$ cat config.mk
export PLATFORM = sky130hd
export DESIGN_NAME = co2_sensor_command_sequencer_unit
export DESIGN_NICKNAME = d
export VERILOG_FILES = /design/src/sv/co2seq_pkg.sv /design/src/sv/co2seq_ctrl.sv /design/src/sv/co2seq_dp.sv /design/src/sv/co2_sensor_command_sequencer_unit.sv
export VERILOG_INCLUDE_DIRS = /design/src /design/src/sv
export SDC_FILE = /design/constraint.sdc
export NUM_CORES = 2
export LEC_CHECK = 0
export ABC_AREA = 1
export BUFFER_PORTS_ARGS = -buffer_cell sky130_fd_sc_hd__buf_2
export CAP_MARGIN = 5
export CELL_PAD_IN_SITES_DETAIL_PLACEMENT = 0
export CELL_PAD_IN_SITES_GLOBAL_PLACEMENT = 2
export CORE_MARGIN = 2
export CORE_UTILIZATION = 39
export CTS_CLUSTER_DIAMETER = 30
export DETAILED_ROUTE_END_ITERATION = 10
export PLACE_DENSITY = 0.79
export SYNTH_ARGS = -nofsm -noshare
export SYNTH_HDL_FRONTEND = slang
export SYNTH_SLANG_ARGS = --single-unit
$ cat constraint.sdc
create_clock -name clk -period 8.4 [get_ports clk]
set_input_delay 0 -clock clk [delete_from_list [all_inputs] [get_ports clk]]
set_output_delay 0 -clock clk [all_outputs]
set_load 0.02 [all_outputs]
$ cat src/sv/assert_macros.svh
// assertion macros used by the rtl top level
`ifndef ASSERT_MACROS_SVH
`define ASSERT_MACROS_SVH

// property must hold at every clock edge outside reset
`define ASSERT_IMPL(label, clk, rst_n, prop) \
  label: assert property (@(posedge clk) disable iff (!rst_n) prop) \
    else $error("assertion failed");

// expression must never be true outside reset
`define ASSERT_NEVER(label, clk, rst_n, expr) \
  `ASSERT_IMPL(label, clk, rst_n, !(expr))

`endif

$ cat src/sv/co2seq_pkg.sv
// shared types, codes and constants of the co2 sensor command sequencer
package co2seq_pkg;

  // request codes
  localparam logic [3:0] FN_BEGIN    = 4'd0;
  localparam logic [3:0] FN_START    = 4'd1;
  localparam logic [3:0] FN_START_LP = 4'd2;
  localparam logic [3:0] FN_STOP     = 4'd3;
  localparam logic [3:0] FN_SINGLE   = 4'd4;
  localparam logic [3:0] FN_READY    = 4'd5;
  localparam logic [3:0] FN_READ     = 4'd6;
  localparam logic [3:0] FN_PRESSURE = 4'd7;
  localparam logic [3:0] FN_OFFSET   = 4'd8;
  localparam logic [3:0] FN_DOWN     = 4'd9;
  localparam logic [3:0] FN_WAKE     = 4'd10;
  localparam logic [3:0] FN_SERIAL   = 4'd11;

  // issued command codes
  localparam logic [3:0] CMD_NONE     = 4'd0;
  localparam logic [3:0] CMD_STOP     = 4'd1;
  localparam logic [3:0] CMD_START    = 4'd2;
  localparam logic [3:0] CMD_START_LP = 4'd3;
  localparam logic [3:0] CMD_SINGLE   = 4'd4;
  localparam logic [3:0] CMD_READY    = 4'd5;
  localparam logic [3:0] CMD_READ     = 4'd6;
  localparam logic [3:0] CMD_PRESSURE = 4'd7;
  localparam logic [3:0] CMD_OFFSET   = 4'd8;
  localparam logic [3:0] CMD_DOWN     = 4'd9;
  localparam logic [3:0] CMD_WAKE     = 4'd10;
  localparam logic [3:0] CMD_SERIAL   = 4'd11;

  // sensor modes
  localparam logic [2:0] MODE_DOWN     = 3'd0;
  localparam logic [2:0] MODE_IDLE     = 3'd1;
  localparam logic [2:0] MODE_PERIODIC = 3'd2;
  localparam logic [2:0] MODE_LP       = 3'd3;
  localparam logic [2:0] MODE_SINGLE   = 3'd4;

  // configuration register indexes
  localparam logic [2:0] CFG_MIN_PA    = 3'd0;
  localparam logic [2:0] CFG_MAX_PA    = 3'd1;
  localparam logic [2:0] CFG_MAX_OFF   = 3'd2;
  localparam logic [2:0] CFG_RDY_MASK  = 3'd3;
  localparam logic [2:0] CFG_STOP_MS   = 3'd4;
  localparam logic [2:0] CFG_SINGLE_MS = 3'd5;
  localparam logic [2:0] CFG_WAKE_MS   = 3'd6;

  localparam int CfgIdxW  = 3;
  localparam int CfgDataW = 18;

  // configuration reset values
  localparam logic [17:0] RST_MIN_PA    = 18'd70000;
  localparam logic [17:0] RST_MAX_PA    = 18'd120000;
  localparam logic [15:0] RST_MAX_OFF   = 16'd44800;
  localparam logic [15:0] RST_RDY_MASK  = 16'd2047;
  localparam logic [15:0] RST_STOP_MS   = 16'd500;
  localparam logic [15:0] RST_SINGLE_MS = 16'd5000;
  localparam logic [15:0] RST_WAKE_MS   = 16'd30;

  // pa / 100 as (pa * PA_RECIP) >> PA_SHIFT, exact for 18-bit pa
  localparam int          PA_SHIFT   = 26;
  localparam logic [37:0] PA_RECIP   = 38'd671089;
  // temperature: 175 degC full scale in q8, offset -45 degC times 65535
  localparam logic [31:0] TEMP_SCALE = 32'd44800;
  localparam logic [32:0] TEMP_BIAS  = 33'd754963200;
  // humidity: 100 percent full scale in q8
  localparam logic [30:0] HUM_SCALE  = 31'd25600;

  // divider step count, quotient width of the offset scaling
  localparam int          DivSteps   = 16;
  localparam logic [3:0]  DIV_LAST   = 4'(DivSteps - 1);

  typedef enum logic [3:0] {
    S_IDLE = 4'b0001,
    S_CALC = 4'b0010,
    S_DIV  = 4'b0100,
    S_FIN  = 4'b1000
  } state_t;

  // controller to datapath
  typedef struct packed {
    logic load;      // capture request
    logic calc;      // register products, seed divider
    logic div_step;  // one restoring divide step
    logic fin;       // write result and state
  } dp_cmd_t;

  // datapath to controller
  typedef struct packed {
    logic need_div;  // offset request that needs scaling
  } dp_sts_t;

  // floor(x / 65535) for any 32-bit x
  function automatic logic [16:0] div_65535(input logic [31:0] x);
    logic [16:0] r;
    logic [16:0] q;
    r = {1'b0, x[15:0]} + {1'b0, x[31:16]};
    q = {1'b0, x[31:16]};
    if (r >= 17'd65535) q = q + 17'd1;
    if (r >= 17'd131070) q = q + 17'd1;
    return q;
  endfunction

endpackage

$ cat src/sv/co2seq_ctrl.sv
// control state machine of the co2 sensor command sequencer
module co2seq_ctrl import co2seq_pkg::*; (
  input  logic    clk,
  input  logic    rst_n,
  input  logic    in_valid,
  output logic    in_stall,
  output logic    out_valid,
  input  logic    out_stall,
  input  dp_sts_t sts,
  output dp_cmd_t cmd
);

  state_t     state_r, state_nxt;
  logic [3:0] cnt_r, cnt_nxt;
  logic       out_valid_r, out_valid_nxt;
  logic       slot_free;

  assign slot_free = !out_valid_r || !out_stall;
  assign in_stall  = (state_r != S_IDLE);
  assign out_valid = out_valid_r;

  always_comb begin
    state_nxt     = state_r;
    cnt_nxt       = cnt_r;
    out_valid_nxt = out_valid_r && out_stall;
    cmd           = '0;
    unique case (state_r)
      S_IDLE: begin
        if (in_valid) begin
          cmd.load  = 1'b1;
          state_nxt = S_CALC;
        end
      end
      S_CALC: begin
        cmd.calc  = 1'b1;
        cnt_nxt   = '0;
        state_nxt = sts.need_div ? S_DIV : S_FIN;
      end
      S_DIV: begin
        cmd.div_step = 1'b1;
        cnt_nxt      = cnt_r + 4'd1;
        if (cnt_r == DIV_LAST) state_nxt = S_FIN;
      end
      S_FIN: begin
        if (slot_free) begin
          cmd.fin       = 1'b1;
          out_valid_nxt = 1'b1;
          state_nxt     = S_IDLE;
        end
      end
      default: state_nxt = S_IDLE;
    endcase
  end

  always_ff @(posedge clk) begin
    if (!rst_n) begin
      state_r     <= S_IDLE;
      cnt_r       <= '0;
      out_valid_r <= 1'b0;
    end else begin
      state_r     <= state_nxt;
      cnt_r       <= cnt_nxt;
      out_valid_r <= out_valid_nxt;
    end
  end

endmodule

$ cat src/sv/co2seq_dp.sv
// datapath of the co2 sensor command sequencer: config, mode state, decode, divider
module co2seq_dp import co2seq_pkg::*; (
  input  logic                clk,
  input  logic                rst_n,
  input  dp_cmd_t             cmd,
  output dp_sts_t             sts,
  input  logic                cfg_we,
  input  logic [CfgIdxW-1:0]  cfg_index,
  input  logic [CfgDataW-1:0] cfg_data,
  input  logic [3:0]          in_func,
  input  logic [31:0]         in_now_ms,
  input  logic [17:0]         in_pressure_pa,
  input  logic [15:0]         in_offset_q8,
  input  logic                in_write_ack,
  input  logic                in_read_ok,
  input  logic [15:0]         in_answer_first,
  input  logic [15:0]         in_answer_second,
  input  logic [15:0]         in_answer_third,
  output logic                out_ok,
  output logic [3:0]          out_command,
  output logic [15:0]         out_command_arg,
  output logic                out_serial_query,
  output logic [2:0]          out_new_mode,
  output logic                out_data_ready,
  output logic [15:0]         out_co2_ppm,
  output logic signed [16:0]  out_temp_q8,
  output logic [14:0]         out_humidity_q8,
  output logic [47:0]         out_serial_number
);

  // configuration
  logic [17:0] min_pa_r, max_pa_r;
  logic [15:0] max_off_r, rdy_mask_r, stop_ms_r, single_ms_r, wake_ms_r;

  always_ff @(posedge clk) begin
    if (!rst_n) begin
      min_pa_r    <= RST_MIN_PA;
      max_pa_r    <= RST_MAX_PA;
      max_off_r   <= RST_MAX_OFF;
      rdy_mask_r  <= RST_RDY_MASK;
      stop_ms_r   <= RST_STOP_MS;
      single_ms_r <= RST_SINGLE_MS;
      wake_ms_r   <= RST_WAKE_MS;
    end else if (cfg_we) begin
      unique case (cfg_index)
        CFG_MIN_PA:    min_pa_r    <= cfg_data;
        CFG_MAX_PA:    max_pa_r    <= cfg_data;
        CFG_MAX_OFF:   max_off_r   <= cfg_data[15:0];
        CFG_RDY_MASK:  rdy_mask_r  <= cfg_data[15:0];
        CFG_STOP_MS:   stop_ms_r   <= cfg_data[15:0];
        CFG_SINGLE_MS: single_ms_r <= cfg_data[15:0];
        CFG_WAKE_MS:   wake_ms_r   <= cfg_data[15:0];
        default: ;
      endcase
    end
  end

  // captured request
  logic [3:0]  func_r;
  logic [31:0] now_r;
  logic [17:0] pa_r;
  logic [15:0] off_r, w0_r, w1_r, w2_r;
  logic        ack_r, rok_r;

  always_ff @(posedge clk) begin
    if (cmd.load) begin
      func_r <= in_func;
      now_r  <= in_now_ms;
      pa_r   <= in_pressure_pa;
      off_r  <= in_offset_q8;
      ack_r  <= in_write_ack;
      rok_r  <= in_read_ok;
      w0_r   <= in_answer_first;
      w1_r   <= in_answer_second;
      w2_r   <= in_answer_third;
    end
  end

  // sensor state
  logic [2:0]  mode_r, mode_nxt;
  logic [31:0] busy_r, busy_nxt;
  logic [31:0] busy_diff;
  logic        busy;

  assign busy_diff = busy_r - now_r;
  assign busy      = (busy_diff != 32'd0) && !busy_diff[31];

  // products and divider
  logic [37:0] prod_pa_r;
  logic [31:0] prod_t_r;
  logic [30:0] prod_h_r;
  logic [33:0] num;
  logic [16:0] divisor;
  logic [16:0] rem_r;
  logic [15:0] quo_r;
  logic [17:0] trial, diff;
  logic        ge;

  // (off * 131070 + max) / (2 * max): rounded scaling to full 16-bit range
  assign num     = {1'b0, off_r, 17'b0} - {17'b0, off_r, 1'b0} + {18'b0, max_off_r};
  assign divisor = {max_off_r, 1'b0};
  assign trial   = {rem_r, quo_r[15]};
  assign diff    = trial - {1'b0, divisor};
  assign ge      = (trial >= {1'b0, divisor});

  always_ff @(posedge clk) begin
    if (cmd.calc) begin
      prod_pa_r <= 38'(pa_r) * PA_RECIP;
      prod_t_r  <= 32'(w1_r) * TEMP_SCALE;
      prod_h_r  <= 31'(w2_r) * HUM_SCALE;
      rem_r     <= num[32:16];
      quo_r     <= num[15:0];
    end else if (cmd.div_step) begin
      rem_r <= ge ? diff[16:0] : trial[16:0];
      quo_r <= {quo_r[14:0], ge};
    end
  end

  assign sts.need_div = (func_r == FN_OFFSET) && (mode_r == MODE_IDLE) &&
                        (off_r <= max_off_r) && (max_off_r != 16'd0);

  // final decode
  logic [32:0]        t_n;
  logic               t_neg;
  logic [31:0]        t_mag;
  logic [16:0]        t_q;
  logic [16:0]        h_q;
  logic               ok, sq, rdy, serial_after;
  logic [3:0]         cmd_code;
  logic [15:0]        arg, ppm;
  logic signed [16:0] temp;
  logic [14:0]        hum;
  logic [47:0]        ser;

  assign t_n   = {1'b0, prod_t_r} - TEMP_BIAS;
  assign t_neg = t_n[32];
  assign t_mag = t_neg ? 32'(-t_n) : t_n[31:0];
  assign t_q   = div_65535(t_mag);
  assign h_q   = div_65535({1'b0, prod_h_r});

  always_comb begin
    ok           = 1'b0;
    cmd_code     = CMD_NONE;
    arg          = '0;
    sq           = 1'b0;
    rdy          = 1'b0;
    ppm          = '0;
    temp         = '0;
    hum          = '0;
    ser          = '0;
    serial_after = 1'b0;
    mode_nxt     = mode_r;
    busy_nxt     = busy_r;
    unique case (func_r) inside
      FN_BEGIN: begin
        cmd_code     = CMD_STOP;
        mode_nxt     = MODE_IDLE;
        busy_nxt     = now_r + 32'(stop_ms_r);
        serial_after = 1'b1;
      end
      FN_WAKE: begin
        if (mode_r == MODE_DOWN) begin
          cmd_code     = CMD_WAKE;
          mode_nxt     = MODE_IDLE;
          busy_nxt     = now_r + 32'(wake_ms_r);
          serial_after = 1'b1;
        end
      end
      FN_START, FN_START_LP, FN_SINGLE: begin
        if (mode_r == MODE_IDLE && !busy) begin
          if (func_r == FN_START) begin
            cmd_code = CMD_START;
          end else if (func_r == FN_START_LP) begin
            cmd_code = CMD_START_LP;
          end else begin
            cmd_code = CMD_SINGLE;
          end
          if (ack_r) begin
            ok = 1'b1;
            if (func_r == FN_START) begin
              mode_nxt = MODE_PERIODIC;
            end else if (func_r == FN_START_LP) begin
              mode_nxt = MODE_LP;
            end else begin
              mode_nxt = MODE_SINGLE;
              busy_nxt = now_r + 32'(single_ms_r);
            end
          end
        end
      end
      FN_STOP: begin
        if (mode_r != MODE_DOWN) begin
          cmd_code = CMD_STOP;
          if (ack_r) begin
            ok       = 1'b1;
            mode_nxt = MODE_IDLE;
            busy_nxt = now_r + 32'(stop_ms_r);
          end
        end
      end
      FN_READY: begin
        if (mode_r != MODE_DOWN && !busy) begin
          cmd_code = CMD_READY;
          if (ack_r && rok_r) begin
            ok  = 1'b1;
            rdy = |(w0_r & rdy_mask_r);
            if (rdy && mode_r == MODE_SINGLE) mode_nxt = MODE_IDLE;
          end
        end
      end
      FN_READ: begin
        if (mode_r != MODE_DOWN && !busy) begin
          cmd_code = CMD_READ;
          if (ack_r && rok_r) begin
            ok   = 1'b1;
            ppm  = w0_r;
            temp = t_neg ? -t_q : t_q;
            hum  = h_q[14:0];
            if (mode_r == MODE_SINGLE) mode_nxt = MODE_IDLE;
          end
        end
      end
      FN_PRESSURE: begin
        if (mode_r != MODE_DOWN && pa_r >= min_pa_r && pa_r <= max_pa_r) begin
          cmd_code = CMD_PRESSURE;
          arg      = 16'(prod_pa_r[37:PA_SHIFT]);
          ok       = ack_r;
        end
      end
      FN_OFFSET: begin
        if (mode_r == MODE_IDLE && off_r <= max_off_r) begin
          cmd_code = CMD_OFFSET;
          arg      = (max_off_r != 16'd0) ? quo_r : 16'd0;
          ok       = ack_r;
        end
      end
      FN_DOWN: begin
        if (mode_r == MODE_IDLE) begin
          cmd_code = CMD_DOWN;
          if (ack_r) begin
            ok       = 1'b1;
            mode_nxt = MODE_DOWN;
          end
        end
      end
      FN_SERIAL: begin
        if (mode_r != MODE_DOWN) begin
          cmd_code = CMD_SERIAL;
          if (ack_r && rok_r) begin
            ok  = 1'b1;
            ser = {w0_r, w1_r, w2_r};
          end
        end
      end
      default: ;
    endcase

    // begin and wake follow up with a serial query that decides success
    if (serial_after) begin
      sq = 1'b1;
      if (ack_r && rok_r) begin
        ok  = 1'b1;
        ser = {w0_r, w1_r, w2_r};
      end else begin
        mode_nxt = MODE_DOWN;
      end
    end
  end

  always_ff @(posedge clk) begin
    if (!rst_n) begin
      mode_r <= MODE_DOWN;
      busy_r <= '0;
    end else if (cmd.fin) begin
      mode_r <= mode_nxt;
      busy_r <= busy_nxt;
    end
  end

  // result register
  always_ff @(posedge clk) begin
    if (cmd.fin) begin
      out_ok            <= ok;
      out_command       <= cmd_code;
      out_command_arg   <= arg;
      out_serial_query  <= sq;
      out_new_mode      <= mode_nxt;
      out_data_ready    <= rdy;
      out_co2_ppm       <= ppm;
      out_temp_q8       <= temp;
      out_humidity_q8   <= hum;
      out_serial_number <= ser;
    end
  end

endmodule

$ cat src/sv/co2_sensor_command_sequencer_unit.sv
// top level of the co2 sensor command sequencer
//
// one request in, one result out. a request carries the software call
// (func), the current time and the bus outcome of that call; the result
// says whether it succeeded, which command went to the sensor, its
// argument word, the mode afterwards and any decoded measurement data.
// both channels use valid/stall; a request is taken at an edge with
// in_valid high and in_stall low, a result likewise on the out side.
// steps: a request is captured, its products are registered, and for a
// scaled temperature offset a restoring divider then forms the 16-bit
// quotient at one bit per cycle; the result register is loaded last. a new
// request is taken the cycle after the result is loaded.
// the result sits in an output register: a stalled receiver holds it and
// the next request is still taken; its result waits in the last step
// until the register frees up.
// reset (rst_n low, synchronous) puts the sensor mode to powered down,
// clears the busy time and loads the default pressure window, offset
// full scale, ready mask and busy times. config writes go through cfg_*;
// the user must issue them with no request in flight; nothing checks it.
`include "assert_macros.svh"

module co2_sensor_command_sequencer_unit import co2seq_pkg::*; (
  input  logic                clk,
  input  logic                rst_n,
  // config write port
  input  logic                cfg_we,
  input  logic [CfgIdxW-1:0]  cfg_index,
  input  logic [CfgDataW-1:0] cfg_data,
  // request channel
  input  logic                in_valid,
  output logic                in_stall,
  input  logic [3:0]          in_func,
  input  logic [31:0]         in_now_ms,
  input  logic [17:0]         in_pressure_pa,
  input  logic [15:0]         in_offset_q8,
  input  logic                in_write_ack,
  input  logic                in_read_ok,
  input  logic [15:0]         in_answer_first,
  input  logic [15:0]         in_answer_second,
  input  logic [15:0]         in_answer_third,
  // result channel
  output logic                out_valid,
  input  logic                out_stall,
  output logic                out_ok,
  output logic [3:0]          out_command,
  output logic [15:0]         out_command_arg,
  output logic                out_serial_query,
  output logic [2:0]          out_new_mode,
  output logic                out_data_ready,
  output logic [15:0]         out_co2_ppm,
  output logic signed [16:0]  out_temp_q8,
  output logic [14:0]         out_humidity_q8,
  output logic [47:0]         out_serial_number
);

  dp_cmd_t dp_cmd;
  dp_sts_t dp_sts;
  logic    query_cmd_ok;

  // sequencing: capture, multiply, optional divide, result write
  co2seq_ctrl u_ctrl (
    .clk       (clk),
    .rst_n     (rst_n),
    .in_valid  (in_valid),
    .in_stall  (in_stall),
    .out_valid (out_valid),
    .out_stall (out_stall),
    .sts       (dp_sts),
    .cmd       (dp_cmd)
  );

  // mode machine, guards, decoding and output register
  co2seq_dp u_dp (
    .clk               (clk),
    .rst_n             (rst_n),
    .cmd               (dp_cmd),
    .sts               (dp_sts),
    .cfg_we            (cfg_we),
    .cfg_index         (cfg_index),
    .cfg_data          (cfg_data),
    .in_func           (in_func),
    .in_now_ms         (in_now_ms),
    .in_pressure_pa    (in_pressure_pa),
    .in_offset_q8      (in_offset_q8),
    .in_write_ack      (in_write_ack),
    .in_read_ok        (in_read_ok),
    .in_answer_first   (in_answer_first),
    .in_answer_second  (in_answer_second),
    .in_answer_third   (in_answer_third),
    .out_ok            (out_ok),
    .out_command       (out_command),
    .out_command_arg   (out_command_arg),
    .out_serial_query  (out_serial_query),
    .out_new_mode      (out_new_mode),
    .out_data_ready    (out_data_ready),
    .out_co2_ppm       (out_co2_ppm),
    .out_temp_q8       (out_temp_q8),
    .out_humidity_q8   (out_humidity_q8),
    .out_serial_number (out_serial_number)
  );

  // commands that may carry a serial query: stop from begin, or wake
  assign query_cmd_ok = (out_command == CMD_STOP) || (out_command == CMD_WAKE);

  // a taken request blocks the next one in the cycle after it
  `ASSERT_IMPL(a_stall_after_accept, clk, rst_n, (in_valid && !in_stall) |=> in_stall)
  // success always comes with an issued command
  `ASSERT_NEVER(a_ok_has_cmd, clk, rst_n, out_valid && out_ok && out_command == CMD_NONE)
  // serial query only follows begin (stop) or wake
  `ASSERT_NEVER(a_query_cmd, clk, rst_n, out_valid && out_serial_query && !query_cmd_ok)

endmodule

==> report_table.html <==
<table>
<tr><th>Metric</th><th>Value</th></tr>
<tr><th colspan="2">Die</th></tr>
<tr><td>Area of the die</td><td>0.0976 sq mm</td></tr>
<tr><td>Placement row count</td><td>113</td></tr>
<tr><td>Die boundary width</td><td>312 microns</td></tr>
<tr><td>Total I/O pin count</td><td>270</td></tr>
<tr><td>Vertical die dimension</td><td>312 microns</td></tr>
<tr><td>Core region area</td><td>0.0946 sq mm</td></tr>
<tr><td>Initial standard-cell utilization of the core</td><td>39.2%</td></tr>
<tr><th colspan="2">CTS</th></tr>
<tr><td>Number of CTS-inserted buffers</td><td>135</td></tr>
<tr><td>CTS H-tree lvls</td><td>4</td></tr>
<tr><td>TritonCTS clock tree</td><td>built</td></tr>
<tr><td>Deepest clock path buffer count</td><td>3</td></tr>
<tr><td>Number of sinks handled by clock tree synthesis</td><td>492</td></tr>
<tr><td>Buffer type at the clock tree root</td><td>sky130_fd_sc_hd__clkbuf_16</td></tr>
<tr><td>Worst-path clk slew</td><td>0.05 ns</td></tr>
<tr><td>Worst-skew pair later-pin latency</td><td>0.74 ns</td></tr>
<tr><th colspan="2">Yosys</th></tr>
<tr><td>Fraction of the yosys area taken by sequential cells</td><td>35.5%</td></tr>
<tr><td>Largest cells by area after synthesis</td><td>sky130_fd_sc_hd__edfxtp_1 27%, sky130_fd_sc_hd__ha_1 14%, sky130_fd_sc_hd__fa_1 10%</td></tr>
<tr><td>Total nets after synthesis</td><td>4977</td></tr>
<tr><td>Share of synthesized flip-flops with an asynchronous set or reset</td><td>0%</td></tr>
<tr><td>Total of warnings raised by yosys</td><td>0</td></tr>
<tr><td>Gate count after technology mapping</td><td>4222</td></tr>
<tr><td>Area fraction in compound gates after synthesis</td><td>10.7%</td></tr>
<tr><td>Multiplexer share of the synthesized area</td><td>0%</td></tr>
<tr><td>Top flip-flop cell by instance count after synthesis</td><td>sky130_fd_sc_hd__edfxtp_1</td></tr>
<tr><td>Post-synthesis instance area</td><td>0.0371 sq mm</td></tr>
<tr><td>Average footprint of a synthesized cell</td><td>8.78 sq um</td></tr>
<tr><td>Main combinational cell family by area after synthesis</td><td>adder cells</td></tr>
<tr><td>Count of flip-flops with a built-in enable after synthesis</td><td>332</td></tr>
<tr><td>Yosys top cell by area</td><td>sky130_fd_sc_hd__edfxtp_1</td></tr>
<tr><td>XOR/XNOR Fraction of Synth Area</td><td>4.06%</td></tr>
<tr><td>Simple-gate portion of the synthesized area</td><td>17.0%</td></tr>
<tr><td>Number of synthesized register bits</td><td>492</td></tr>
<tr><td>Adder-cell share of the synthesized area</td><td>24.3%</td></tr>
<tr><td>Synth top area share</td><td>26.9%</td></tr>
<tr><td>Post-synthesis cell type count</td><td>66</td></tr>
<tr><th colspan="2">Worst setup path</th></tr>
<tr><td>Crit path top cell by count</td><td>sky130_fd_sc_hd__nand2_1</td></tr>
<tr><td>Crit start category</td><td>register</td></tr>
<tr><td>Largest stage delay, worst path</td><td>0.52 ns</td></tr>
<tr><td>Launching element of the worst setup path</td><td>u_dp.prod_t_r[8]</td></tr>
<tr><td>Arr. time, crit path</td><td>7.11 ns</td></tr>
<tr><td>Slowest cell on the critical path</td><td>sky130_fd_sc_hd__edfxtp_1</td></tr>
<tr><td>Buffers and inverters on the worst path</td><td>4</td></tr>
<tr><td>Reg-to-Reg Start</td><td>u_dp.prod_t_r[8]</td></tr>
<tr><td>Crit path required time</td><td>8.84 ns</td></tr>
<tr><td>Category of the critical setup timing path</td><td>register to register</td></tr>
<tr><td>Largest delay share family, worst path</td><td>simple AND/OR/NAND/NOR gates</td></tr>
<tr><td>Worst Path Max Fanout</td><td>23</td></tr>
<tr><td>Crit end category</td><td>register</td></tr>
<tr><th colspan="2">Global routing</th></tr>
<tr><td>Global route overflow</td><td>0</td></tr>
<tr><td>Via count of the first global-routing pass</td><td>31116</td></tr>
<tr><td>Maximum number of pins on one net before global-route repair</td><td>86</td></tr>
<tr><td>Antenna violations before repair</td><td>6</td></tr>
<tr><td>First-pass GRT wire length</td><td>171000 microns</td></tr>
<tr><td>Total routing resource utilization after global routing</td><td>22.5%</td></tr>
<tr><th colspan="2">Run</th></tr>
<tr><td>Maximum capacitance violations</td><td>0</td></tr>
<tr><th colspan="2">Route</th></tr>
<tr><td>Number of DRC violations after detailed-routing iteration 0</td><td>1510</td></tr>
<tr><td>Wirelength per Cell</td><td>17.4 microns</td></tr>
<tr><td>Detailed route wirelength on metal2</td><td>53900 microns</td></tr>
<tr><td>Highest metal layer used by the detailed router</td><td>met4</td></tr>
<tr><td>Total detailed-routing wirelength</td><td>108000 microns</td></tr>
<tr><td>Met1 Routed Length</td><td>46900 microns</td></tr>
<tr><td>Pre-Repair DR Iteration Count</td><td>7</td></tr>
<tr><td>Antenna violation net count after detailed routing</td><td>0</td></tr>
<tr><td>Routed vias/inst</td><td>4.87</td></tr>
<tr><td>Total via count after detailed routing</td><td>30299</td></tr>
<tr><td>Amount of wire on met3 after detailed routing</td><td>4120 microns</td></tr>
<tr><td>DRC errors left</td><td>0</td></tr>
<tr><th colspan="2">Cells and area</th></tr>
<tr><td>Area growth, synth to finish</td><td>28.3%</td></tr>
<tr><td>NumNets Final</td><td>5592</td></tr>
<tr><td>Commonest cells after routing, fill and taps aside</td><td>715 x sky130_fd_sc_hd__inv_1, 628 x sky130_fd_sc_hd__nand2_1, 423 x sky130_fd_sc_hd__ha_1</td></tr>
<tr><td>Commonest non-fill, non-tap cell in the layout</td><td>sky130_fd_sc_hd__inv_1</td></tr>
<tr><td>Number of non-filler instances in the completed layout</td><td>6219</td></tr>
<tr><td>Final standard cell area without fillers</td><td>0.0476 sq mm</td></tr>
<tr><td>Fraction of layout instances using a drive strength above 1</td><td>12.9%</td></tr>
<tr><th colspan="2">Timing</th></tr>
<tr><td>Final Hold Fails</td><td>0</td></tr>
<tr><td>Summed negative setup slack over all endpoints</td><td>0 ns</td></tr>
<tr><td>Clock Skew</td><td>0.0537 ns</td></tr>
<tr><td>Total of endpoints with negative setup slack in the final report</td><td>0</td></tr>
<tr><td>Worst slew margin</td><td>20.0%</td></tr>
<tr><td>Worst Slack Setup Final</td><td>1.73 ns</td></tr>
<tr><td>Tcrit/Tclk final</td><td>79.4%</td></tr>
<tr><td>Unrepaired setup endpoints after global routing</td><td>false</td></tr>
<tr><td>Number of slew-limit violations in the final report</td><td>0</td></tr>
<tr><td>Tightest Pin Transition</td><td>1.20 ns</td></tr>
<tr><td>Minimum period implied by the final worst setup slack</td><td>6.67 ns</td></tr>
<tr><td>Max Freq</td><td>0.150 GHz</td></tr>
<tr><th colspan="2">Outcome</th></tr>
<tr><td>Run status</td><td>finished clean</td></tr>
<tr><th colspan="2">Pwr</th></tr>
<tr><td>Power per standard cell area</td><td>313 mW/mm^2</td></tr>
<tr><td>Leakage power total</td><td>21.9 nW</td></tr>
<tr><td>Maximum ir drop on the vdd rail</td><td>617 uV</td></tr>
<tr><th colspan="2">Min path</th></tr>
<tr><td>Path class of the lowest-slack min-delay path</td><td>primary input to register</td></tr>
<tr><td>Origin of the worst min-delay path</td><td>in_answer_third[13]</td></tr>
<tr><th colspan="2">Place</th></tr>
<tr><td>RePlAce Congestion</td><td>0.866</td></tr>
<tr><td>Half-perimeter wire length after detailed placement</td><td>80800 microns</td></tr>
<tr><td>Post-DP Area</td><td>0.0399 sq mm</td></tr>
<tr><td>Number of port buffers</td><td>269</td></tr>
<tr><td>Number of placed cells counting well taps</td><td>5701</td></tr>
<tr><td>Worst slack at placement</td><td>1.74 ns</td></tr>
</table>
worst paths after layout:
check / to / slack, ns / cells after the start
min reg2reg: u_dp.stop_ms_r[5] / 0.45 / 2
max: u_dp.out_temp_q8[14] / 1.73 / 41
max reg2reg: u_dp.out_temp_q8[14] / 1.73 / 41
min: u_dp.w2_r[13] / 0.03 / 2
flip-flops by register name, summed over array words and instances, names as in the netlist, 17 cells and up:
register                flops
u_dp.min_pa_r              18
u_dp.prod_t_r              24
u_dp.busy_r                32
u_dp.prod_h_r              21
u_dp.rem_r                 17
u_dp.out_serial_number     48
u_dp.now_r                 32
u_dp.pa_r                  18
u_dp.max_pa_r              18
u_dp.out_temp_q8           17
kinds of logic after synthesis:
kind of cell / count (synthesis)
compound gates: 686
xor+xnor: 171
fa+ha+maj: 609
buf+inv: 822
flops: 492
simple gates: 1442
report_power, final:
part / leakage, nW / internal (W) / switching, W / total [W]
clock: 2.42 / 0.00389 / 0.00171 / 0.00560
combinational: 15.3 / 0.00243 / 0.00381 / 0.00624
sequential: 4.17 / 0.00290 / 0.000130 / 0.00303
cell usage after synthesis, drive strengths merged, types with 7 or more instances:
master   number
a211oi       18
a21o         16
a21oi       281
a22oi        17
a31oi        18
buf          13
clkbuf       64
dfxtp       160
edfxtp      332
fa          186
ha          423
inv         741
nand2       666
nand3       197
nand3b        7
nand4        58
nor2        424
nor3         67
nor4         14
o2111ai       7
o211ai       24
o21a          7
o21ai       231
o21bai       15
o221ai       22
xnor2        45
xor2        126
per-stage QoR:
step                utilization [%]  hold WS (ns)  total power [W]
finish                         50.3        0.0313           0.0149
global placement               42.2         0.176          0.00926
CTS                            50.3      0.000757           0.0151
global route                   50.3        0.0191           0.0161
floorplan                         -        0.0989          0.00757
detailed placement             42.2         0.178          0.00926
layout make-up:
| type | instances | area [sq um] |
|---|---|---|
| sequential | 492 | 13200 |
| fill | 9000 | 47000 |
| tap | 1265 | 1580 |
| clock buffer | 163 | 3650 |
| multi-input combinational | 2908 | 20800 |
| timing repair buffer | 555 | 4160 |
| clock inverter | 86 | 1380 |
| inverter | 745 | 2810 |
| antenna | 5 | 12.5 |
metal layers:
layer | GRT usage (%) | vias to the layer above
met5 | 0 | -
met4 | 8.28 | 0
met3 | 3.50 | 189
met2 | 39.1 | 589
met1 | 28.0 | 14198
li1 | - | 15323
timing repair:
item | CTS | global route
gates resized for setup | 0 | 0
buffers inserted | 0 | 0
hold buffers | 264 | 0
endpoints found under the hold margin | 274 | 0
(Power assumes the default switching activity.)
